File: config.mk
export PLATFORM = sky130hd
export DESIGN_NAME = timing_channel_bit_decoder
export DESIGN_NICKNAME = d
export VERILOG_FILES = /design/src/rtl/tcbd_pkg.sv /design/src/rtl/timing_channel_bit_decoder.sv
export SDC_FILE = /design/constraint.sdc
export NUM_CORES = 1
export LEC_CHECK = 0
export ABC_AREA = 1
export BUFFER_PORTS_ARGS = -buffer_cell sky130_fd_sc_hd__buf_2
export CAP_MARGIN = 5
export CORE_ASPECT_RATIO = 1.2
export CORE_MARGIN = 5
export CORE_UTILIZATION = 50
export DETAILED_ROUTE_END_ITERATION = 12
export PLACE_DENSITY = 0.67
export SLEW_MARGIN = 0
export SYNTH_ARGS = -nofsm -noshare
export SYNTH_HDL_FRONTEND = slang
export SYNTH_SLANG_ARGS = --single-unit
File: constraint.sdc
create_clock -name clock -period 9.43 [get_ports clock]
set_input_delay 0.4715 -clock clock [delete_from_list [all_inputs] [get_ports clock]]
set_output_delay 0.4715 -clock clock [all_outputs]
set_load 0.01 [all_outputs]
File: src/rtl/tcbd_pkg.sv
package tcbd_pkg;

   localparam int IVL_BITS = 24;
   localparam logic [IVL_BITS-1:0] IVL_RESET = IVL_BITS'(1000);

   localparam int GAP_FIELD_W = 32;
   localparam int GAP_BITS = 32;
   localparam int MAX_ZERO_RUN = 63;

   localparam int BYTE_BITS = 8;
   localparam int CNT_W = $clog2(BYTE_BITS);

   localparam int REQ_DATA_W = ((GAP_FIELD_W + 1 + 7) / 8) * 8;
   localparam int RSP_USER_W = 2;

   localparam int QUOT_BITS = $clog2(MAX_ZERO_RUN + 1) + 1;
   localparam int STEP_W = (QUOT_BITS > 2) ? $clog2(QUOT_BITS) : 1;
   localparam int RUN_W = ($clog2(MAX_ZERO_RUN + 2) > 4) ? $clog2(MAX_ZERO_RUN + 2) : 4;
   localparam int CMP_W = (GAP_BITS + 1 > IVL_BITS + QUOT_BITS) ?
                          GAP_BITS + 1 : IVL_BITS + QUOT_BITS;

   localparam logic STREAM_OVERT = 1'b0;
   localparam logic STREAM_COVERT = 1'b1;

   typedef struct packed {
      logic                 run_clipped;
      logic                 stream;
   } rsp_user_type;

endpackage

File: src/rtl/timing_channel_bit_decoder.sv
// Timing channel bit decoder.
//
// Each transfer on the req_ channel is one received packet: the gap in clock
// ticks measured before it and the overt bit it carries. Overt bits are
// assembled into bytes first bit most significant; covert bits are derived
// from the gap against the interval register and assembled the same way.
// Each completed byte leaves as one transfer on the rsp_ channel, covert
// bytes of an item first and its overt byte last, with rsp_tlast on the
// final transfer that the item causes.
// The csr_ port writes the interval register; the user is to write it only
// while the block is idle, which the block itself does not enforce.
// After acceptance an item passes the gap check, then, with covert data, the
// bit-serial divider that forms the quotient one bit at a time and the shift
// of up to 64 covert bits, and last the overt bit. req_tready is high only
// while idle, so no new item is accepted until the last one is through.
// A completed byte waits in the output register; when the receiver stalls,
// the shift of covert bits halts only at a bit that would complete a byte.
// Reset clears both byte assemblers, empties the output register and loads
// the interval register with 1000.
module timing_channel_bit_decoder import tcbd_pkg::*; (
   input  logic                    clock,
   input  logic                    reset,
   input  logic                    csr_wr_en,
   input  logic [IVL_BITS-1:0]     csr_wr_data,
   input  logic                    req_tvalid,
   output logic                    req_tready,
   input  logic [REQ_DATA_W-1:0]   req_tdata,   // gap_ticks, overt_bit
   output logic                    rsp_tvalid,
   input  logic                    rsp_tready,
   output logic [BYTE_BITS-1:0]    rsp_tdata,   // byte_value
   output logic [RSP_USER_W-1:0]   rsp_tuser,   // stream, run_clipped
   output logic                    rsp_tlast
);

   localparam logic [2:0] ST_IDLE  = 3'd0;
   localparam logic [2:0] ST_PREP  = 3'd1;
   localparam logic [2:0] ST_DIV   = 3'd2;
   localparam logic [2:0] ST_EMIT  = 3'd3;
   localparam logic [2:0] ST_OVERT = 3'd4;

   logic [2:0]              state_ff, state_in;
   logic [IVL_BITS-1:0]     interval_ff, interval_in;
   logic [IVL_BITS-1:0]     ivl_ff, ivl_in;
   logic [GAP_BITS-1:0]     gap_ff, gap_in;
   logic                    obit_ff, obit_in;
   logic [CMP_W-1:0]        rem_ff, rem_in;
   logic [CMP_W-1:0]        dv_ff, dv_in;
   logic [QUOT_BITS-1:0]    quot_ff, quot_in;
   logic [STEP_W-1:0]       step_ff, step_in;
   logic [RUN_W-1:0]        remain_ff, remain_in;
   logic                    clip_ff, clip_in;
   logic [BYTE_BITS-2:0]    opart_ff, opart_in;
   logic [CNT_W-1:0]        ocnt_ff, ocnt_in;
   logic [BYTE_BITS-2:0]    cpart_ff, cpart_in;
   logic [CNT_W-1:0]        ccnt_ff, ccnt_in;
   logic                    rsp_valid_ff, rsp_valid_in;
   logic [BYTE_BITS-1:0]    rsp_byte_ff, rsp_byte_in;
   rsp_user_type            rsp_user_ff, rsp_user_in;
   logic                    rsp_last_ff, rsp_last_in;

   logic                    slot_free;
   logic [GAP_BITS:0]       dbl_gap;
   logic                    has_covert;
   logic                    sub_ok;
   logic [QUOT_BITS-1:0]    quot_next;
   logic                    cbit;
   logic [BYTE_BITS-1:0]    cacc;
   logic [BYTE_BITS-1:0]    oacc;
   logic                    c_done;
   logic                    o_done;

   assign slot_free  = !rsp_valid_ff || rsp_tready;
   assign dbl_gap    = {gap_ff, 1'b0};
   assign has_covert = CMP_W'(dbl_gap) > CMP_W'(ivl_ff);
   assign sub_ok     = rem_ff >= dv_ff;
   assign quot_next  = {quot_ff[QUOT_BITS-2:0], sub_ok};
   assign cbit       = remain_ff == RUN_W'(1);
   assign cacc       = {cpart_ff, cbit};
   assign oacc       = {opart_ff, obit_ff};
   assign c_done     = ccnt_ff == CNT_W'(BYTE_BITS - 1);
   assign o_done     = ocnt_ff == CNT_W'(BYTE_BITS - 1);

   assign req_tready = state_ff == ST_IDLE;
   assign rsp_tvalid = rsp_valid_ff;
   assign rsp_tdata  = rsp_byte_ff;
   assign rsp_tuser  = rsp_user_ff;
   assign rsp_tlast  = rsp_last_ff;

   always_comb begin
      state_in     = state_ff;
      interval_in  = interval_ff;
      ivl_in       = ivl_ff;
      gap_in       = gap_ff;
      obit_in      = obit_ff;
      rem_in       = rem_ff;
      dv_in        = dv_ff;
      quot_in      = quot_ff;
      step_in      = step_ff;
      remain_in    = remain_ff;
      clip_in      = clip_ff;
      opart_in     = opart_ff;
      ocnt_in      = ocnt_ff;
      cpart_in     = cpart_ff;
      ccnt_in      = ccnt_ff;
      rsp_valid_in = rsp_valid_ff && !rsp_tready;
      rsp_byte_in  = rsp_byte_ff;
      rsp_user_in  = rsp_user_ff;
      rsp_last_in  = rsp_last_ff;

      if (csr_wr_en) begin
         interval_in = csr_wr_data;
      end

      unique case (state_ff)
         ST_IDLE: begin
            if (req_tvalid) begin
               gap_in   = req_tdata[GAP_BITS-1:0];
               obit_in  = req_tdata[GAP_FIELD_W];
               ivl_in   = (interval_ff == '0) ? IVL_BITS'(1) : interval_ff;
               state_in = ST_PREP;
            end
         end
         ST_PREP: begin
            clip_in = 1'b0;
            if (has_covert) begin
               rem_in   = CMP_W'(dbl_gap) - CMP_W'(ivl_ff);
               dv_in    = CMP_W'({ivl_ff, 1'b0, {(QUOT_BITS - 1){1'b0}}});
               quot_in  = '0;
               step_in  = STEP_W'(QUOT_BITS - 1);
               state_in = ST_DIV;
            end else begin
               state_in = ST_OVERT;
            end
         end
         ST_DIV: begin
            if (sub_ok) begin
               rem_in = rem_ff - dv_ff;
            end
            dv_in   = dv_ff >> 1;
            quot_in = quot_next;
            step_in = step_ff - STEP_W'(1);
            if (step_ff == '0) begin
               if (quot_next > QUOT_BITS'(MAX_ZERO_RUN)) begin
                  clip_in   = 1'b1;
                  remain_in = RUN_W'(MAX_ZERO_RUN + 1);
               end else begin
                  remain_in = RUN_W'(quot_next) + RUN_W'(1);
               end
               state_in = ST_EMIT;
            end
         end
         ST_EMIT: begin
            if (!c_done || slot_free) begin
               if (c_done) begin
                  rsp_valid_in       = 1'b1;
                  rsp_byte_in        = cacc;
                  rsp_user_in.stream = STREAM_COVERT;
                  rsp_user_in.run_clipped = clip_ff;
                  rsp_last_in        = (remain_ff <= RUN_W'(BYTE_BITS)) && !o_done;
                  cpart_in           = '0;
                  ccnt_in            = '0;
               end else begin
                  cpart_in = cacc[BYTE_BITS-2:0];
                  ccnt_in  = ccnt_ff + CNT_W'(1);
               end
               remain_in = remain_ff - RUN_W'(1);
               if (cbit) begin
                  state_in = ST_OVERT;
               end
            end
         end
         ST_OVERT: begin
            if (!o_done || slot_free) begin
               if (o_done) begin
                  rsp_valid_in       = 1'b1;
                  rsp_byte_in        = oacc;
                  rsp_user_in.stream = STREAM_OVERT;
                  rsp_user_in.run_clipped = clip_ff;
                  rsp_last_in        = 1'b1;
                  opart_in           = '0;
                  ocnt_in            = '0;
               end else begin
                  opart_in = oacc[BYTE_BITS-2:0];
                  ocnt_in  = ocnt_ff + CNT_W'(1);
               end
               state_in = ST_IDLE;
            end
         end
         default: begin
            state_in = ST_IDLE;
         end
      endcase
   end

   always_ff @(posedge clock) begin
      if (reset) begin
         state_ff     <= ST_IDLE;
         interval_ff  <= IVL_RESET;
         opart_ff     <= '0;
         ocnt_ff      <= '0;
         cpart_ff     <= '0;
         ccnt_ff      <= '0;
         rsp_valid_ff <= 1'b0;
         clip_ff      <= 1'b0;
      end else begin
         state_ff     <= state_in;
         interval_ff  <= interval_in;
         opart_ff     <= opart_in;
         ocnt_ff      <= ocnt_in;
         cpart_ff     <= cpart_in;
         ccnt_ff      <= ccnt_in;
         rsp_valid_ff <= rsp_valid_in;
         clip_ff      <= clip_in;
      end
   end

   always_ff @(posedge clock) begin
      ivl_ff      <= ivl_in;
      gap_ff      <= gap_in;
      obit_ff     <= obit_in;
      rem_ff      <= rem_in;
      dv_ff       <= dv_in;
      quot_ff     <= quot_in;
      step_ff     <= step_in;
      remain_ff   <= remain_in;
      rsp_byte_ff <= rsp_byte_in;
      rsp_user_ff <= rsp_user_in;
      rsp_last_ff <= rsp_last_in;
   end

   // The covert run counter never runs out while bits are still being shifted.
   a_emit_remain: assert property (@(posedge clock) disable iff (reset)
      state_ff == ST_EMIT |-> remain_ff != '0)
      else $error("covert run counter empty during emission");

   // An accepted transfer always starts the gap check in the next cycle.
   a_accept_prep: assert property (@(posedge clock) disable iff (reset)
      req_tvalid && req_tready |=> state_ff == ST_PREP)
      else $error("accepted transfer did not start processing");

   // The divider leaves only toward emission, with a run of at most the maximum plus one.
   a_div_exit: assert property (@(posedge clock) disable iff (reset)
      state_ff == ST_DIV && step_ff == '0 |=>
         state_ff == ST_EMIT && remain_ff <= RUN_W'(MAX_ZERO_RUN + 1))
      else $error("divider exit out of range");

   // A new result is never loaded over one that the receiver has not taken.
   a_no_overwrite: assert property (@(posedge clock) disable iff (reset)
      rsp_valid_ff && !rsp_tready && (state_ff == ST_EMIT || state_ff == ST_OVERT) |=>
         $stable(rsp_byte_ff) && $stable(rsp_last_ff))
      else $error("pending result overwritten");

endmodule
==> flow_metrics.env, run 1 <==
export IMPL_grt_pass1_wl_um=44400
export IMPL_remaining_drc_errors=0
export IMPL_pwr_share_clk=0.164
export IMPL_multi_input_area_um2=5190
export IMPL_clk_latency_ns=0.45
export IMPL_netlist_area_um2=11500
export IMPL_synth_area_leaders="edfxtp_1 39%, nand2_1 11%, dfxtp_1 8.5%, ha_1 7.0%, inv_1 6.3%"
export IMPL_rsz0062_at_grt="no"
export IMPL_setup_viol=0
export IMPL_grt_max_degree=87
export IMPL_synth_cells=1416
export IMPL_dp_cells=1760
export IMPL_ctsHoldBuffers=0
export IMPL_cts_tree="yes"
export IMPL_async_reset_ff_frac=0
export IMPL_drive_above_1_share=0.110
export IMPL_cts_inserted_buffers=17
export IMPL_ys_warn_count=0
export IMPL_netlist_area_leader_share=0.385
export IMPL_pin_count=82
export IMPL_yosysMostFrequentCell="nand2_1"
export IMPL_worst_ir_drop_vdd_uv=162
export IMPL_grt_ovfl_total=0
export IMPL_track_usage=0.210
export IMPL_slew_headroom=0.211
export IMPL_tns_ns=0
export IMPL_outcome="finished clean"
export IMPL_p_leak_nw=5.65
export IMPL_critPathCaptureType="register"
export IMPL_post_cts_resized=0
export IMPL_fp_row_count=61
export IMPL_hpwl_um=20400
export IMPL_ys_flop_type="edfxtp_1"
export IMPL_synth_common_cells="332 x nand2_1, 194 x inv_1, 148 x edfxtp_1"
export IMPL_combPwrFrac=0.521
export IMPL_fin_crit_ns=3.23
export IMPL_die_area_um2=26200
export IMPL_grt_pass1_vias=9088
export IMPL_avgSynthCellArea_um2=8.15
export IMPL_p_sw_frac=0.467
export IMPL_antenna_found_initial=0
export IMPL_worstPathRequired_ns=9.50
export IMPL_die_h_um=176
export IMPL_wl_per_cell_um=14.9
export IMPL_nets=1600
export IMPL_p_switching_mw=2.22
export IMPL_wl_um=26700
export IMPL_cts_root_buf="clkbuf_16"
export IMPL_first_pass_iters=5
export IMPL_p_int_mw=2.53
export IMPL_ys_types=52
export IMPL_fill_cells=2133
export IMPL_ant_nets=0
export IMPL_drt_iter0_markers=612
export IMPL_seqCellArea_um2=5430
export IMPL_critical_path_class="reg -> reg"
export IMPL_fmaxAchievable_mhz=309
export IMPL_gp_congestion=0.904
export IMPL_vias=9399
export IMPL_syn_nets=1552
export IMPL_post_cts_buffers=0
export IMPL_drv_cap=0
export IMPL_tightest_slew_ns=1.18
export IMPL_cts_sinks=197
export IMPL_fin_crit_sh=0.343
export IMPL_diodes=0
export IMPL_cp_start_kind="register"
export IMPL_pwr_share_seq=0.314
export IMPL_initial_core_util=0.502
export IMPL_vias_per_cell=5.24
export IMPL_clkSlewWorstSetupHoldPaths_ns=0.09
export IMPL_core_um2=23000
export IMPL_finalNonFillerCells=1792
export IMPL_fin_ws_ns=6.20
export IMPL_p_per_area_nw_per_um2=371
export IMPL_cts_path_max_buffers=2
export IMPL_crit_fanout=86
export IMPL_die_w_um=149
export IMPL_syn_to_final_growth_pct=11.0
export IMPL_ys_seq_area_frac=0.470
export IMPL_hp_class="in -> reg"
export IMPL_port_buffers=74
export IMPL_arrival_ns=3.30
export IMPL_drv_slew=0
export IMPL_postLayoutCoreUtil=0.558
export IMPL_ys_ff_latch=197
export IMPL_hold_viol=0
export IMPL_dp_slack_ns=6.21
export IMPL_htreeDepth=4
export IMPL_synth_edff_count=148
export IMPL_skew_ns=0.0177
export IMPL_yosysTopAreaCell="edfxtp_1"
## critical path, cell delays in order (launching register included)
cell     delay [ns]
dfxtp_1        0.39
nand2_1        0.20
nor2_4         0.04
buf_4          0.36
inv_2          0.76
nor2_1         0.18
nor3_1         0.89
## cells by family (layout without fill, tap and decap cells)
family	after synthesis	count (layout)	share of synthesized area
fa+ha+maj	67	67	0.0740
flops	197	197	0.470
simple gates	608	608	0.227
compound gates	276	276	0.133
mux	1	1	0.000868
buf+inv	249	310	0.0818
xor+xnor	18	18	0.0137
## final timing paths
check	start	endpoint	slack [ns]	cells past startpoint
min	req_tdata[24]	gap_ff[24]	0.20	1
max reg2reg	state_ff[1]	remain_ff[3]	6.20	6
max	state_ff[1]	remain_ff[3]	6.20	6
min reg2reg	interval_ff[13]	ivl_ff[13]	0.43	0
## cell type report
class                           instances  share of cell area
Sequential cell                       197               0.423
Multi-Input combinational cell        970               0.405
Inverter                              200              0.0586
Clock buffer                           17              0.0332
Timing Repair Buffer                   78              0.0313
Tap cell                              315              0.0308
Clock inverter                         15              0.0174
## stage by stage
stage                     hold WS, ns  instance area (um2)  power (mW)
after floorplan                 0.408                11500        3.33
after global placement          0.413                12200        3.92
after detailed placement        0.415                12200        3.95
after CTS                       0.185                12800        4.75
after global routing            0.186                12800        5.18
final                           0.200                12800        4.75
## power by group through the flow
stage	Sequential (mW)	Clock, mW	Combinational, mW
after floorplan	1.48	0	1.84
after global placement	1.50	0	2.41
after detailed placement	1.51	0	2.44
after CTS	1.49	0.793	2.46
after global routing	1.52	0.832	2.82
final	1.49	0.781	2.48
## layer usage
metal	share of wire	vias to the layer above	global-route usage
li1	-	4793	-
met1	0.46	4321	0.290
met2	0.47	247	0.349
met3	0.050	38	0.0244
met4	0.022	0	0.0666
met5	0	-	0
## cell usage in the layout (no fill, tap or decap), types with 14 or more instances in the layout
| cell | synthesis | layout |
|---|---|---|
| nand2_1 | 332 | 332 |
| inv_1 | 194 | 194 |
| edfxtp_1 | 148 | 148 |
| nor2_1 | 130 | 130 |
| a21oi_1 | 116 | 116 |
| o21ai_0 | 108 | 107 |
| buf_2 | 7 | 74 |
| nand3_1 | 66 | 66 |
| ha_1 | 65 | 65 |
| dfxtp_1 | 49 | 49 |
| clkbuf_16 | 0 | 17 |
| nand4_1 | 14 | 14 |
## sequential cells by signal, summed over array words and instances, names as in the netlist, 7 cells and up
signal,cells
rem_ff,33
gap_ff,32
dv_ff,31
interval_ff,24
ivl_ff,24
rsp_tdata,8
cpart_ff,7
opart_ff,7
remain_ff,7
Power figures use the tool's default switching activity.
==> run 2, diff against run 1 <==
--- a/config.mk
+++ b/config.mk
@@ -5,7 +5,7 @@
 export SDC_FILE = /design/constraint.sdc
 export NUM_CORES = 1
 export LEC_CHECK = 0
-export ABC_AREA = 1
+export ABC_AREA = 0
 export BUFFER_PORTS_ARGS = -buffer_cell sky130_fd_sc_hd__buf_2
 export CAP_MARGIN = 5
 export CORE_ASPECT_RATIO = 1.2
==> constraint.sdc (replaced) <==
create_clock -name clock -period 3.3 [get_ports clock]
set_input_delay 0.165 -clock clock [delete_from_list [all_inputs] [get_ports clock]]
set_output_delay 0.165 -clock clock [all_outputs]
set_load 0.01 [all_outputs]
==> run 2 against run 1 <==
- critical path type unchanged
- sequential power rose to 2.8 times the previous value
- clock-buffer cell count increased by 1
- synthesized area decreased by 5.5%
- critical endpoint is now remain_ff[4]
- final cell count shrank 17%
==> flow_metrics.env, run 2 <==
export IMPL_remaining_drc_errors=0
export IMPL_ys_warn_count=0
export IMPL_hold_viol=0
export IMPL_pwr_share_clk=0.167
export IMPL_async_reset_ff_frac=0
export IMPL_grt_use_met1=0.280
export IMPL_vias=8342
export IMPL_busiest_layer="met2"
export IMPL_ys_seq_area_frac=0.498
export IMPL_hold_start="rsp_tready"
export IMPL_drv_cap=0
export IMPL_ys_ff_latch=197
export IMPL_avgSynthCellArea_um2=10.1
export IMPL_hpwl_um=18400
export IMPL_initial_core_util=0.506
export IMPL_netlist_area_um2=10900
export IMPL_setup_viol=0
export IMPL_die_w_um=145
export IMPL_nets=1338
export IMPL_fin_ws_ns=0.224
export IMPL_drv_slew=0
export IMPL_arrival_ns=3.26
export IMPL_layout_commonest_cell="edfxtp_1"
export IMPL_antenna_found_initial=0
export IMPL_wl_um=25500
export IMPL_tns_ns=0
export IMPL_r2r_end="remain_ff[4]"
export IMPL_grt_ovfl_total=0
export IMPL_final_cell_mix="148 x edfxtp_1, 106 x nand2_1, 96 x nor2_1"
export IMPL_synth_common_cells="148 x edfxtp_1, 106 x nand2_1, 98 x nor2_1"
export IMPL_reg2reg_slack_ns=0.22
export IMPL_gp_congestion=0.834
export IMPL_finalNonFillerCells=1489
export IMPL_critPathCaptureType="register"
export IMPL_fin_crit_sh=0.932
export IMPL_netlist_area_leader_share=0.408
export IMPL_diodes=0
export IMPL_fp_row_count=59
export IMPL_worstPathRequired_ns=3.48
export IMPL_reg_top3="rem_ff: 33 flops, gap_ff: 32 flops, dv_ff: 31 flops"
export IMPL_p_leak_nw=5.36
export IMPL_ff2ff_path_depth=14
export IMPL_cp_start_kind="register"
export IMPL_min_path_cells=4
export IMPL_synth_edff_count=148
export IMPL_p_per_area_nw_per_um2=1020
export IMPL_cts_tree="yes"
export IMPL_cts_root_buf="clkbuf_16"
export IMPL_port_buffers=74
export IMPL_track_usage=0.209
export IMPL_fmaxAchievable_mhz=325
export IMPL_crit_fanout=6
export IMPL_hold_path_endpoint="rsp_tvalid"
export IMPL_synth_area_leaders="edfxtp_1 41%, dfxtp_1 9.0%, ha_1 7.5%, nand2_1 3.6%, nor2_1 3.4%"
export IMPL_regMostFlops="rem_ff"
export IMPL_die_area_um2=24900
export IMPL_rr_startpoint="dv_ff[16]"
export IMPL_htreeDepth=4
export IMPL_cts_path_max_buffers=2
export IMPL_p_switching_mw=5.55
export IMPL_yosysMostFrequentCell="edfxtp_1"
export IMPL_first_pass_iters=5
export IMPL_rsz0062_at_grt="no"
export IMPL_cts_inserted_buffers=17
export IMPL_use_met3=0.0267
export IMPL_vias_per_cell=5.60
export IMPL_ant_nets=0
export IMPL_fin_crit_ns=3.08
export IMPL_pin_count=82
export IMPL_ys_types=73
export IMPL_cts_sinks=197
export IMPL_clkSlewWorstSetupHoldPaths_ns=0.09
export IMPL_p_int_mw=7.57
export IMPL_outcome="finished clean"
export IMPL_core_um2=21600
export IMPL_post_cts_buffers=0
export IMPL_hp_class="in -> reg"
export IMPL_dp_cells=1400
export IMPL_clk_latency_ns=0.44
export IMPL_largest_reg_flops=33
export IMPL_drt_iter0_markers=481
export IMPL_p_sw_frac=0.423
export IMPL_dp_slack_ns=0.166
export IMPL_grt_max_degree=50
export IMPL_syn_nets=1220
export IMPL_ys_flop_type="edfxtp_1"
export IMPL_grt_pass1_wl_um=41200
export IMPL_drive_above_1_share=0.125
export IMPL_holdWs_ns=0.0573
export IMPL_synth_cells=1084
export IMPL_grt_met2_usage=0.358
export IMPL_skew_ns=0.0169
export IMPL_slew_headroom=0.533
export IMPL_critical_path_class="reg -> reg"
export IMPL_worst_ir_drop_vdd_uv=475
export IMPL_wl_per_cell_um=17.1
export IMPL_tightest_slew_ns=0.701
export IMPL_syn_to_final_growth_pct=17.9
export IMPL_combPwrFrac=0.509
export IMPL_yosysTopAreaCell="edfxtp_1"
export IMPL_pwr_share_seq=0.323
export IMPL_grt_pass1_vias=8277
export IMPL_die_h_um=172
## run 2: changes by cell type after synthesis, moves of 12 or more
cell and change:
nand2_1 -226, inv_1 -116, a21oi_1 -51, nand3_1 -45
o21ai_0 -42, nor2_1 -32, mux2i_1 +31, xnor2_1 +20
xor2_1 +18, and3_1 +17, a21o_1 +16, a22oi_1 +14
nand2b_1 +12, nor2b_1 +12
## run 2: repair_timing
item	4_1_cts	5_1_grt
hold endpoints to repair	57	0
resized for setup	0	4
hold buffers	57	0
setup endpoints to repair	0	2
## run 2: how the worst max path moves through the flow
| stage | depth (start not counted) | startpoint | end |
|---|---|---|---|
| 2_1_floorplan | 8 | gap_ff[7] | dv_ff[0] |
| 3_3_place_gp | 13 | rem_ff[4] | remain_ff[4] |
| 3_5_place_dp | 14 | dv_ff[4] | remain_ff[4] |
| 4_1_cts | 14 | dv_ff[4] | remain_ff[4] |
| 5_1_grt | 14 | dv_ff[6] | remain_ff[4] |
| 6_report | 14 | dv_ff[16] | remain_ff[4] |
## run 2: through the flow
stage | power, mW | instance area (um2) | util
floorplan | 8.99 | 10900 | -
global placement | 10.6 | 11600 | 0.540
detailed placement | 10.8 | 11600 | 0.540
CTS | 13.1 | 12800 | 0.596
global route | 14.1 | 12900 | 0.596
finish | 13.1 | 12900 | 0.596
## run 2: kinds of logic (layout without fill, tap and decap cells)
logic type	Yosys count	after routing	synth area share
AND/OR/NAND/NOR	352	352	0.157
AO/OA/AOI/OAI	248	248	0.145
flip-flops	197	197	0.498
buffers and inverters	131	262	0.0465
adder cells (fa/ha/maj)	67	67	0.0783
XOR/XNOR	56	56	0.0450
multiplexers	33	33	0.0304
## run 2: final cells by class
type | instances | area, um2
clock buffers | 18 | 429
flip-flops and latches | 197 | 5430
clock inverters | 14 | 198
multi-input cells | 756 | 5010
well taps | 274 | 343
fillers | 1867 | 8700
inverters | 79 | 297
repair buffers | 151 | 1150
## run 2: layer usage
layer,routed length (um),up-vias,part of all wire
met5,0,-,0
met4,360,0,0.014
met3,873,28,0.034
met2,12700,170,0.50
met1,11500,3994,0.45
li1,-,4150,-
## run 2: power by group through the flow
stage / Clock [mW] / Combinational [mW] / Sequential [mW]
after floorplan: 0 / 4.86 / 4.13
after global placement: 0 / 6.38 / 4.27
after detailed placement: 0 / 6.46 / 4.29
after CTS: 2.23 / 6.59 / 4.24
after global routing: 2.33 / 7.42 / 4.32
final: 2.19 / 6.68 / 4.24
## run 2: critical path, stage by stage (launching register included)
cell	delay [ns]
edfxtp_1	0.40
inv_1	0.06
ha_1	0.38
and3_1	0.28
a31oi_1	0.13
a21oi_1	0.32
nor2_2	0.11
a21boi_4	0.24
nand2b_1	0.16
a21oi_2	0.08
inv_1	0.07
ha_1	0.21
nand3_1	0.11
xor2_1	0.16
o22ai_1	0.11
==> run 3, diff against run 2 <==
--- a/config.mk
+++ b/config.mk
@@ -12,7 +12,9 @@
 export CORE_MARGIN = 5
 export CORE_UTILIZATION = 50
 export DETAILED_ROUTE_END_ITERATION = 12
+export GPL_TIMING_DRIVEN = 0
 export PLACE_DENSITY = 0.67
+export REMOVE_ABC_BUFFERS = 1
 export SLEW_MARGIN = 0
 export SYNTH_ARGS = -nofsm -noshare
 export SYNTH_HDL_FRONTEND = slang
==> run 3 against run 2 <==
- sequential cell count is the same
- critical endpoint is now rem_ff[16]
- fmax shrank 3.4%
- global-route usage shrank 0.45 points
- non-clock buffer count shrank 14
- clock-buffer cell count is the same
- die area is the same
- final area shrank 0.64%
==> flow_metrics.env, run 3 (synthesized netlist as in run 2, its figures left out) <==
export IMPL_outcome="finished clean"
export IMPL_first_pass_iters=5
export IMPL_drv_slew=0
export IMPL_ant_nets=0
export IMPL_wl_um=25100
export IMPL_cpMostUsedCell="a21oi_1"
export IMPL_fp_row_count=59
export IMPL_tns_ns=0
export IMPL_cp_start_kind="register"
export IMPL_port_buffers=74
export IMPL_fmaxAchievable_mhz=314
export IMPL_dp_slack_ns=-0.185
export IMPL_rsz0062_at_grt="yes"
export IMPL_vias_per_cell=5.62
export IMPL_p_int_mw=7.51
export IMPL_largest_reg_flops=33
export IMPL_clkSlewWorstSetupHoldPaths_ns=0.08
export IMPL_wl_per_cell_um=17.0
export IMPL_skew_ns=0.0145
export IMPL_critical_path_class="reg -> reg"
export IMPL_pwr_share_seq=0.326
export IMPL_gp_congestion=0.895
export IMPL_syn_to_final_growth_pct=17.2
export IMPL_cts_tree="yes"
export IMPL_critPathCaptureType="register"
export IMPL_cts_path_max_buffers=2
export IMPL_reg_top3="rem_ff: 33 flops, gap_ff: 32 flops, dv_ff: 31 flops"
export IMPL_drv_cap=0
export IMPL_cp_slowest_stage_delay_ns=0.43
export IMPL_cts_inserted_buffers=17
export IMPL_grt_max_degree=51
export IMPL_cts_sinks=197
export IMPL_arrival_ns=3.32
export IMPL_fin_crit_sh=0.965
export IMPL_track_usage=0.205
export IMPL_hpwl_um=17700
export IMPL_layout_commonest_cell="edfxtp_1"
export IMPL_diodes=0
export IMPL_setup_viol=0
export IMPL_worstPathRequired_ns=3.44
export IMPL_fin_crit_ns=3.18
export IMPL_crit_fanout=26
export IMPL_hp_class="in -> reg"
export IMPL_nets=1324
export IMPL_worst_ir_drop_vdd_uv=475
export IMPL_grt_pass1_wl_um=40400
export IMPL_crit_buf_inv=2
export IMPL_pwr_share_clk=0.166
export IMPL_dpl_instance_area_um2=11500
export IMPL_regMostFlops="rem_ff"
export IMPL_fin_area_um2=12800
export IMPL_p_per_area_nw_per_um2=1020
export IMPL_drt_iter0_markers=510
export IMPL_clk_latency_ns=0.44
export IMPL_final_cell_mix="148 x edfxtp_1, 106 x nand2_1, 96 x nor2_1"
export IMPL_vias=8292
export IMPL_core_um2=21600
export IMPL_antenna_found_initial=0
export IMPL_remaining_drc_errors=0
export IMPL_p_sw_frac=0.422
export IMPL_p_switching_mw=5.48
export IMPL_grt_pass1_vias=8245
export IMPL_die_w_um=145
export IMPL_crit_path_top_delay_cell="edfxtp_1"
export IMPL_die_area_um2=24900
export IMPL_combPwrFrac=0.508
export IMPL_die_h_um=172
export IMPL_crit_chain="inv_1, ha_1, nor2b_1, o31a_1, o221ai_1, a21oi_1, o21ai_0, a21oi_1, nand2_1, o21ai_4, buf_12"
export IMPL_slew_headroom=0.336
export IMPL_grt_ovfl_total=0
export IMPL_crit_family="compound AO/OA/AOI/OAI gates"
export IMPL_fin_ws_ns=0.116
export IMPL_initial_core_util=0.506
export IMPL_cts_root_buf="clkbuf_16"
export IMPL_drive_above_1_share=0.117
export IMPL_pin_count=82
export IMPL_p_leak_nw=5.29
export IMPL_hold_viol=0
export IMPL_htreeDepth=4
export IMPL_tightest_slew_ns=0.988
==> run 3: path summary, 6_finish.rpt <==
check | startpoint | to | slack, ns | cells past startpoint
setup / recovery | ivl_ff[1] | rem_ff[16] | 0.12 | 11
hold / removal | rsp_tready | rsp_tvalid | 0.03 | 4
setup reg to reg | ivl_ff[1] | rem_ff[16] | 0.12 | 11
hold reg to reg | clip_ff | rsp_tuser[1] | 0.45 | 0
==> run 3: timing repair <==
| action | CTS | global route |
|---|---|---|
| endpoints found under the setup margin | 30 | 32 |
| setup buffers | 2 | 0 |
| hold endpoints to repair | 57 | 0 |
| hold buffers | 57 | 0 |
| pin swaps | 1 | 1 |
| gates resized for setup | 2 | 7 |
==> run 3: stage by stage <==
step           std cells  hold WS (ns)  utilization  total power [mW]
6_report            1475        0.0346        0.593              13.0
2_1_floorplan       1032         0.234            -              8.95
4_1_cts             1475        0.0243        0.591              12.9
3_3_place_gp        1380         0.342        0.529              10.3
5_1_grt             1475        0.0599        0.593              13.9
3_5_place_dp        1384         0.343        0.534              10.6
==> run 3: power groups by stage <==
stage               combinational [mW]  clock [mW]  sequential (mW)
global placement                  5.98           0             4.32
CTS                               6.47        2.20             4.23
global route                      7.30        2.31             4.30
floorplan                         4.78           0             4.17
detailed placement                6.30           0             4.28
finish                            6.59        2.16             4.23
==> run 3: per-layer routing <==
| layer | track usage | share of wire | up-vias |
|---|---|---|---|
| li1 | - | - | 4107 |
| met4 | 0.0690 | 0.021 | 0 |
| met5 | 0 | 0 | - |
| met1 | 0.267 | 0.45 | 3947 |
| met2 | 0.345 | 0.49 | 193 |
| met3 | 0.0356 | 0.043 | 45 |
==> run 3: final cells by class <==
class / count / area, um2
clock buffers: 18 / 450
clock inverters: 14 / 169
fillers: 1856 / 8780
inverters: 79 / 297
multi-input cells: 756 / 5050
flip-flops and latches: 197 / 5430
well taps: 274 / 343
repair buffers: 137 / 1040
==> run 3: tightest hold or removal path: cells and delay by family <==
| kind | cells | cell delay (ns) |
|---|---|---|
| buf+inv | 2 | 0.13 |
| simple gates | 1 | 0.08 |
| compound gates | 1 | 0.05 |
